**src/sv/sts_pkg.sv**
```systemverilog
package sts_pkg;

  // Byte codes the parser reacts to
  localparam logic [7:0] CH_LBRACE = 8'h7B;
  localparam logic [7:0] CH_RBRACE = 8'h7D;
  localparam logic [7:0] CH_BSLASH = 8'h5C;
  localparam logic [7:0] CH_P_LO   = 8'h70;
  localparam logic [7:0] CH_N_LO   = 8'h6E;
  localparam logic [7:0] CH_N_UP   = 8'h4E;
  localparam logic [7:0] CH_NL     = 8'h0A;
  localparam logic [7:0] CH_DOT    = 8'h2E;
  localparam logic [7:0] CH_ZERO   = 8'h30;
  localparam logic [7:0] CH_FIVE   = 8'h35;
  localparam logic [7:0] CH_NINE   = 8'h39;
  localparam logic [7:0] CH_NUL    = 8'h00;

  // Result queue between front and back
  localparam int QDEPTH = 4;
  localparam int QAW    = $clog2(QDEPTH);
  localparam int QCW    = $clog2(QDEPTH + 1);

  // Parser modes
  typedef enum logic [7:0] {
    M_PLAIN    = 8'b0000_0001,
    M_PLAIN_BS = 8'b0000_0010,
    M_TAG      = 8'b0000_0100,
    M_TAG_BS   = 8'b0000_1000,
    M_TAG_BSP  = 8'b0001_0000,
    M_INT      = 8'b0010_0000,
    M_FRAC1    = 8'b0100_0000,
    M_FRACN    = 8'b1000_0000
  } sts_mode_t;

  // Results caused by one item: one, or two when two is set
  typedef struct packed {
    logic       two;
    logic [7:0] c0;
    logic       e0;
    logic [7:0] c1;
    logic       e1;
  } sts_job_t;

  // Queue status seen by the front and back
  typedef struct packed {
    logic full;
    logic empty;
  } sts_qstat_t;

endpackage

```
**src/sv/sts_front.sv**
```systemverilog
module sts_front
  import sts_pkg::*;
(
  input  logic       clk,
  input  logic       rst_n,
  input  logic       in_valid,
  output logic       in_stall,
  input  logic [7:0] in_char_in,
  input  logic       in_end_in,
  input  sts_qstat_t qstat,
  output logic       push,
  output sts_job_t   push_job
);

  sts_mode_t mode_r, mode_nxt;
  logic      draw_r, draw_nxt;
  logic      inz_r, inz_nxt;
  logic      fhu_r, fhu_nxt;

  logic      acc;
  logic      is_dig;
  logic      pl_emit;
  sts_mode_t pl_mode;
  sts_mode_t tg_mode;
  logic [1:0] cnt;
  sts_job_t  job;

  assign in_stall = qstat.full;
  assign acc      = in_valid && !qstat.full;
  assign is_dig   = (in_char_in >= CH_ZERO) && (in_char_in <= CH_NINE);

  // Classify the byte as plain text and as tag content
  always_comb begin
    if (in_char_in == CH_LBRACE) begin
      pl_mode = M_TAG;
    end else if (in_char_in == CH_BSLASH) begin
      pl_mode = M_PLAIN_BS;
    end else begin
      pl_mode = M_PLAIN;
    end
    if (in_char_in == CH_RBRACE) begin
      tg_mode = M_PLAIN;
    end else if (in_char_in == CH_BSLASH) begin
      tg_mode = M_TAG_BS;
    end else begin
      tg_mode = M_TAG;
    end
  end

  assign pl_emit = (pl_mode == M_PLAIN) && !draw_r;

  // Next state and results of this item
  always_comb begin
    mode_nxt = mode_r;
    draw_nxt = draw_r;
    inz_nxt  = inz_r;
    fhu_nxt  = fhu_r;
    cnt      = 2'd0;
    job      = '0;
    if (in_end_in) begin
      if ((mode_r == M_PLAIN_BS) && !draw_r) begin
        job.c0 = CH_BSLASH;
        job.two = 1'b1;
        job.c1 = CH_NUL;
        job.e1 = 1'b1;
        cnt = 2'd2;
      end else begin
        job.c0 = CH_NUL;
        job.e0 = 1'b1;
        cnt = 2'd1;
      end
      mode_nxt = M_PLAIN;
      draw_nxt = 1'b0;
      inz_nxt  = 1'b0;
      fhu_nxt  = 1'b0;
    end else begin
      unique case (mode_r)
        M_PLAIN: begin
          mode_nxt = pl_mode;
          if (pl_emit) begin
            job.c0 = in_char_in;
            cnt = 2'd1;
          end
        end
        M_PLAIN_BS: begin
          if ((in_char_in == CH_N_LO) || (in_char_in == CH_N_UP)) begin
            job.c0 = CH_NL;
            cnt = 2'd1;
            mode_nxt = M_PLAIN;
          end else begin
            mode_nxt = pl_mode;
            if (!draw_r) begin
              job.c0 = CH_BSLASH;
              cnt = 2'd1;
              if (pl_emit) begin
                job.two = 1'b1;
                job.c1 = in_char_in;
                cnt = 2'd2;
              end
            end
          end
        end
        M_TAG: begin
          mode_nxt = tg_mode;
        end
        M_TAG_BS: begin
          if (in_char_in == CH_P_LO) begin
            mode_nxt = M_TAG_BSP;
          end else begin
            mode_nxt = tg_mode;
          end
        end
        M_TAG_BSP: begin
          if (is_dig) begin
            inz_nxt  = (in_char_in != CH_ZERO);
            fhu_nxt  = 1'b0;
            mode_nxt = M_INT;
          end else begin
            mode_nxt = tg_mode;
          end
        end
        M_INT: begin
          if (is_dig) begin
            if (in_char_in != CH_ZERO) begin
              inz_nxt = 1'b1;
            end
          end else if (in_char_in == CH_DOT) begin
            mode_nxt = M_FRAC1;
          end else begin
            draw_nxt = inz_r || fhu_r;
            inz_nxt  = 1'b0;
            fhu_nxt  = 1'b0;
            mode_nxt = tg_mode;
          end
        end
        M_FRAC1: begin
          if (is_dig) begin
            fhu_nxt  = (in_char_in >= CH_FIVE);
            mode_nxt = M_FRACN;
          end else begin
            draw_nxt = inz_r || fhu_r;
            inz_nxt  = 1'b0;
            fhu_nxt  = 1'b0;
            mode_nxt = tg_mode;
          end
        end
        M_FRACN: begin
          if (!is_dig) begin
            draw_nxt = inz_r || fhu_r;
            inz_nxt  = 1'b0;
            fhu_nxt  = 1'b0;
            mode_nxt = tg_mode;
          end
        end
        default: begin
          mode_nxt = M_PLAIN;
        end
      endcase
    end
  end

  assign push     = acc && (cnt != 2'd0);
  assign push_job = job;

  // Advance parser state on each accepted item
  always_ff @(posedge clk) begin
    if (!rst_n) begin
      mode_r <= M_PLAIN;
      draw_r <= 1'b0;
      inz_r  <= 1'b0;
      fhu_r  <= 1'b0;
    end else if (acc) begin
      mode_r <= mode_nxt;
      draw_r <= draw_nxt;
      inz_r  <= inz_nxt;
      fhu_r  <= fhu_nxt;
    end
  end

endmodule

```
**src/sv/sts_queue.sv**
```systemverilog
module sts_queue
  import sts_pkg::*;
(
  input  logic       clk,
  input  logic       rst_n,
  input  logic       push,
  input  sts_job_t   push_job,
  input  logic       pop,
  output sts_job_t   head,
  output sts_qstat_t qstat
);

  sts_job_t         mem_r [QDEPTH];
  logic [QAW-1:0]   wp_r, rp_r;
  logic [QCW-1:0]   cnt_r, cnt_nxt;
  logic             do_push, do_pop;

  assign qstat.full  = (cnt_r == QCW'(QDEPTH));
  assign qstat.empty = (cnt_r == '0);
  assign do_push     = push && !qstat.full;
  assign do_pop      = pop && !qstat.empty;
  assign head        = mem_r[rp_r];

  always_comb begin
    cnt_nxt = cnt_r;
    if (do_push && !do_pop) begin
      cnt_nxt = cnt_r + 1'b1;
    end else if (do_pop && !do_push) begin
      cnt_nxt = cnt_r - 1'b1;
    end
  end

  // Store entry
  always_ff @(posedge clk) begin
    if (do_push) begin
      mem_r[wp_r] <= push_job;
    end
  end

  // Advance pointers and fill count
  always_ff @(posedge clk) begin
    if (!rst_n) begin
      wp_r  <= '0;
      rp_r  <= '0;
      cnt_r <= '0;
    end else begin
      if (do_push) begin
        wp_r <= wp_r + 1'b1;
      end
      if (do_pop) begin
        rp_r <= rp_r + 1'b1;
      end
      cnt_r <= cnt_nxt;
    end
  end

  a_no_overfill: assert property (@(posedge clk) disable iff (!rst_n)
    cnt_r <= QCW'(QDEPTH))
    else $error("queue fill count above depth");

endmodule

```
**src/sv/sts_back.sv**
```systemverilog
module sts_back
  import sts_pkg::*;
(
  input  logic       clk,
  input  logic       rst_n,
  input  sts_qstat_t qstat,
  input  sts_job_t   head,
  output logic       pop,
  output logic       out_valid,
  input  logic       out_stall,
  output logic [7:0] out_char_out,
  output logic       out_end_out,
  output logic       out_last
);

  sts_job_t cur_r;
  logic     vld_r, vld_nxt;
  logic     sel_r, sel_nxt;
  logic     fin;
  logic     done;
  logic     load;

  assign fin  = !cur_r.two || sel_r;
  assign done = vld_r && !out_stall && fin;
  assign load = !vld_r || done;
  assign pop  = load && !qstat.empty;

  assign out_valid    = vld_r;
  assign out_char_out = sel_r ? cur_r.c1 : cur_r.c0;
  assign out_end_out  = sel_r ? cur_r.e1 : cur_r.e0;
  assign out_last     = fin;

  always_comb begin
    vld_nxt = vld_r;
    sel_nxt = sel_r;
    if (load) begin
      vld_nxt = !qstat.empty;
      sel_nxt = 1'b0;
    end else if (vld_r && !out_stall) begin
      sel_nxt = 1'b1;
    end
  end

  // Load next entry or step to its second result
  always_ff @(posedge clk) begin
    if (!rst_n) begin
      vld_r <= 1'b0;
      sel_r <= 1'b0;
    end else begin
      vld_r <= vld_nxt;
      sel_r <= sel_nxt;
    end
  end

  always_ff @(posedge clk) begin
    if (pop) begin
      cur_r <= head;
    end
  end

  a_end_is_last: assert property (@(posedge clk) disable iff (!rst_n)
    (out_valid && out_end_out) |-> out_last)
    else $error("terminator result not marked last");

  a_sel_only_two: assert property (@(posedge clk) disable iff (!rst_n)
    sel_r |-> (vld_r && cur_r.two))
    else $error("second result selected on single-result entry");

  a_second_follows: assert property (@(posedge clk) disable iff (!rst_n)
    (vld_r && !out_stall && !fin) |=> (vld_r && sel_r))
    else $error("second result lost after first was taken");

endmodule

```
**src/sv/subtitle_tag_stripper_unit.sv**
```systemverilog
// Channel  Direction  Handshake           Payload
// in_      input      in_valid/in_stall   in_char_in[7:0], in_end_in
// out_     output     out_valid/out_stall out_char_out[7:0], out_end_out, out_last
//
// Takes one byte item per cycle while not stalled; the parser state updates in
// the accepting cycle. Results pass through the queue, then the output register;
// an item with two results holds it until both are taken, and a four-entry queue
// absorbs the difference. in_stall rises only when that queue is full; out_stall
// never blocks the parser until then. Synchronous active-low reset returns parser
// to plain text, empties the queue and drops the output register.
module subtitle_tag_stripper_unit
  import sts_pkg::*;
(
  input  logic       clk,
  input  logic       rst_n,
  input  logic       in_valid,
  output logic       in_stall,
  input  logic [7:0] in_char_in,
  input  logic       in_end_in,
  output logic       out_valid,
  input  logic       out_stall,
  output logic [7:0] out_char_out,
  output logic       out_end_out,
  output logic       out_last
);

  sts_qstat_t qstat;
  sts_job_t   push_job;
  sts_job_t   head;
  logic       push;
  logic       pop;

  sts_front u_front (
    .clk        (clk),
    .rst_n      (rst_n),
    .in_valid   (in_valid),
    .in_stall   (in_stall),
    .in_char_in (in_char_in),
    .in_end_in  (in_end_in),
    .qstat      (qstat),
    .push       (push),
    .push_job   (push_job)
  );

  sts_queue u_queue (
    .clk      (clk),
    .rst_n    (rst_n),
    .push     (push),
    .push_job (push_job),
    .pop      (pop),
    .head     (head),
    .qstat    (qstat)
  );

  sts_back u_back (
    .clk          (clk),
    .rst_n        (rst_n),
    .qstat        (qstat),
    .head         (head),
    .pop          (pop),
    .out_valid    (out_valid),
    .out_stall    (out_stall),
    .out_char_out (out_char_out),
    .out_end_out  (out_end_out),
    .out_last     (out_last)
  );

endmodule
```
**config.mk**
```make
export PLATFORM = sky130hd
export DESIGN_NAME = subtitle_tag_stripper_unit
export DESIGN_NICKNAME = d
export VERILOG_FILES = /design/src/sv/sts_pkg.sv /design/src/sv/sts_front.sv /design/src/sv/sts_queue.sv /design/src/sv/sts_back.sv /design/src/sv/subtitle_tag_stripper_unit.sv
export SDC_FILE = /design/constraint.sdc
export NUM_CORES = 1
export LEC_CHECK = 0
export BUFFER_PORTS_ARGS = -buffer_cell sky130_fd_sc_hd__buf_4
export CAP_MARGIN = 20
export CORE_ASPECT_RATIO = 2
export CORE_UTILIZATION = 44
export CTS_CLUSTER_DIAMETER = 150
export DETAILED_ROUTE_END_ITERATION = 8
export GPL_TIMING_DRIVEN = 0
export PLACE_DENSITY = 0.67
export SETUP_SLACK_MARGIN = 0.05
export SYNTH_ARGS = -nofsm -noshare
export SYNTH_HDL_FRONTEND = slang
export SYNTH_SLANG_ARGS = --single-unit
```
**constraint.sdc**
```tcl
create_clock -name clk -period 4.8 [get_ports clk]
set_input_delay 0.48 -clock clk [delete_from_list [all_inputs] [get_ports clk]]
set_output_delay 0.48 -clock clk [all_outputs]
set_load 0.03 [all_outputs]
```
==> impl_metrics.ini <==
[global_routing]
grt_overflow = 0
grt_usage_pct = 19.7
grt_antenna_before_repair = 0
grt_pass1_vias = 3293
grt_start_max_net_pins = 22
grt_pass1_wl_um = 17200

[drt]
vias_per_cell = 5.67
ant_nets = 0
vias = 3129
drc_errors = 0
routed_wl_um = 10600
drt_first_iter_violations = 215
dr.pass1.iters = 5
wl_per_cell_um = 19.3

[pwr]
total_power_w = 0.00333
p_leak_nw = 2.05
vdd_drop_max_mv = 0.264
power_density_nw_per_um2 = 550

[final_layout]
layout-drive-gt1-share_pct = 20.5
diodes = 0
utilization_pct = 53.2
fillers = 949
syn_to_final_growth_pct = 17.7
nets = 416

[sta]
worst_pin_slew_ns = 1.03
fin_ws_ns = 1.20
slew_headroom_pct = 31.2
finalSetupTns_ns = 0
slew_violations = 0
rsz0062_at_grt = false
fin_worst_skew_ns = 0.00962
setup_violations = 0
timing_hold_violations_final = 0
period_share_pct = 75.1
finalCriticalPeriod_ns = 3.60
max_freq_ghz = 0.278

[clocking]
htreeDepth = 4
cts.sink_count = 115
cts_buffer_depth = 2
clock_tree.root_cell = clkbuf_16
worstSkewPairLatency_ns = 0.41
cts_buffers = 17
path_clk_slew_ns = 0.05
cts_tree = built
cts_hold_buf = 0
post_cts_resized = 0
postCtsSetupBuffers = 0

[run]
maxCapViolCount = 0

[setup_path]
reg2reg_to = u_queue.cnt_r[2]
critPathKind = register to register
worstPathArrival_ns = 3.93
crit_buf_inv = 2
crit_required_ns = 5.13
cp-start-kind = register
path_cells = nor4_2, nand2_1, a2111oi_0, o31a_1, buf_2, ha_1, inv_1, fa_1, xor2_1, or3_1, a21oi_1
critPathSlowestCell = a2111oi_0
rr_startpoint = u_front.mode_r[2]
ff2ff_setup_slack_ns = 1.20
reg2regPathDepth = 11
cpPeakStageDelay_ns = 0.61
crit_family = simple AND/OR/NAND/NOR gates
path_max_fanout = 8
crit_path_end_kind = register

[run_status]
status = completed

[synthesis]
syn_area_um2 = 5140
synth_nets = 378
netlist-cell-type-count = 59
async_reset_ff_share_pct = 0
yosysSeqAreaShare_pct = 63.3
synth-main-ff-cell = edfxtp_1
avgSynthCellArea_um2 = 14.3
synth-edff-count = 95
ys_ff_latch = 115
ys_warn_count = 0
netlist_instances = 359

[floorplanning]
dieArea_um2 = 12100
start_util_pct = 45.2
fp.dieW_um = 78.4
rows = 55
ios = 25
die_h_um = 155
core_area_um2 = 11400

[placement]
io_buffers = 19
dpl.hpwl_um = 7490
dp_worst_setup_slack_ns = 1.12
place.gp.congestion = 0.892

[hold_path]
hold_path_class = input pin to register
holdPathStages = 3
worstHoldStart = in_end_in
min_to = u_front.mode_r[4]
## placed cells by master (no fill, tap or decap), drive strengths merged, types with 6 or more instances in the layout
cell type,count
edfxtp,95
clkbuf,31
buf,24
nand2,23
nor2,22
dfxtp,20
mux4,19
a21oi,16
and2,13
inv,10
mux2,9
o21ai,8
nand2b,7
nor3,7
nand3,7
nor2b,7
nand4b,6
## power by group
group	switching, W	leakage, nW	internal [W]
Clock	0.000423	0.280	0.000823
Combinational	0.000414	0.756	0.000297
Sequential	0.0000563	1.01	0.00131
## final cells by class
class	instances	area [µm²]	share of cell area, %
clock inverters	11	136	2.26
repair buffers	19	143	2.36
multi-input cells	219	1780	29.5
plain buffers	15	66.3	1.10
well taps	142	178	2.94
flip-flops and latches	115	3250	53.8
clock buffers	21	450	7.45
inverters	10	37.5	0.621
## registers in the layout, summed over array words and instances (netlist names)
| name | flops |
|---|---|
| u_queue.cnt_r | 3 |
| u_back.cur_r | 19 |
| u_front.fhu_r | 1 |
| u_back.sel_r | 1 |
| u_front.draw_r | 1 |
| u_front.inz_r | 1 |
| u_front.mode_r | 8 |
| u_back.out_valid | 1 |
| u_queue.wp_r | 2 |
| u_queue.mem_r | 76 |
| u_queue.rp_r | 2 |
## layer usage
metal  wire length (µm)  global-route usage (%)  share of wire [%]  vias to the layer above
met5                  0                       0                  0                        -
met4                400                    11.9                3.8                        0
met3                370                    5.78                3.5                       31
met2               6110                    35.4                 57                       81
met1               3760                    19.4                 35                     1553
li1                   -                       -                  -                     1464
## per-stage QoR
step | cells | instance area (µm²) | hold slack [ns]
floorplan | 359 | 5140 | 0.435
global placement | 520 | 5460 | 0.447
detailed placement | 520 | 5460 | 0.454
CTS | 552 | 6040 | 0.418
global route | 552 | 6040 | 0.424
finish | 552 | 6040 | 0.437
## Yosys cell counts, types with 2 or more instances
library cell | count | share of area [%]
inv_1 | 10 | 0.73
buf_1 | 2 | 0.15
or3_1 | 4 | 0.49
xor2_1 | 5 | 0.85
o31ai_1 | 2 | 0.29
nor2b_1 | 6 | 0.73
o21a_1 | 2 | 0.29
nand3_1 | 7 | 0.68
edfxtp_1 | 95 | 56
a21oi_1 | 15 | 1.5
and4_1 | 2 | 0.34
mux4_2 | 19 | 8.3
o211ai_1 | 2 | 0.29
dfxtp_1 | 20 | 7.8
nand2_1 | 23 | 1.7
buf_2 | 2 | 0.19
nand4bb_1 | 2 | 0.44
mux2_2 | 9 | 2.0
nand2b_1 | 7 | 0.85
or4_1 | 4 | 0.58
xnor2_1 | 3 | 0.51
nor3_1 | 7 | 0.68
and3_1 | 5 | 0.61
ha_1 | 5 | 1.2
nor4_1 | 3 | 0.37
and2_1 | 13 | 1.6
or2_1 | 2 | 0.24
nor2_1 | 22 | 1.6
clkbuf_1 | 10 | 0.73
a211oi_1 | 2 | 0.29
nand4_1 | 3 | 0.37
o22ai_1 | 2 | 0.24
a21o_1 | 5 | 0.73
o21ai_1 | 3 | 0.29
mux2i_1 | 3 | 0.58
o21ai_0 | 5 | 0.49
o32a_1 | 2 | 0.39
nand4b_1 | 5 | 0.85
## worst min-delay path, cell delays in order
cell,delay [ns]
buf_4,0.13
or4_1,0.12
a21oi_1,0.06
## cell families after synthesis
kind of cell | share of synthesized area, %
AO/OA/AOI/OAI | 6.65
buffers and inverters | 2.02
AND/OR/NAND/NOR | 14.1
XOR/XNOR | 1.36
flip-flops | 63.3
adder cells (fa/ha/maj) | 1.61
multiplexers | 10.9
## worst max-delay path by stage
stage,from,end,slack (ns),cells after the start
final,u_front.mode_r[2],u_queue.cnt_r[2],1.20,11
after global routing,u_front.mode_r[3],u_queue.cnt_r[2],1.00,11
after global placement,in_char_in[0],u_queue.cnt_r[2],1.22,11
after floorplan,in_char_in[0],u_queue.cnt_r[2],1.65,11
after detailed placement,in_char_in[0],u_queue.cnt_r[2],1.12,11
after CTS,u_front.mode_r[2],u_queue.cnt_r[2],1.22,11
Note: power is estimated with default switching activity, not from simulation.
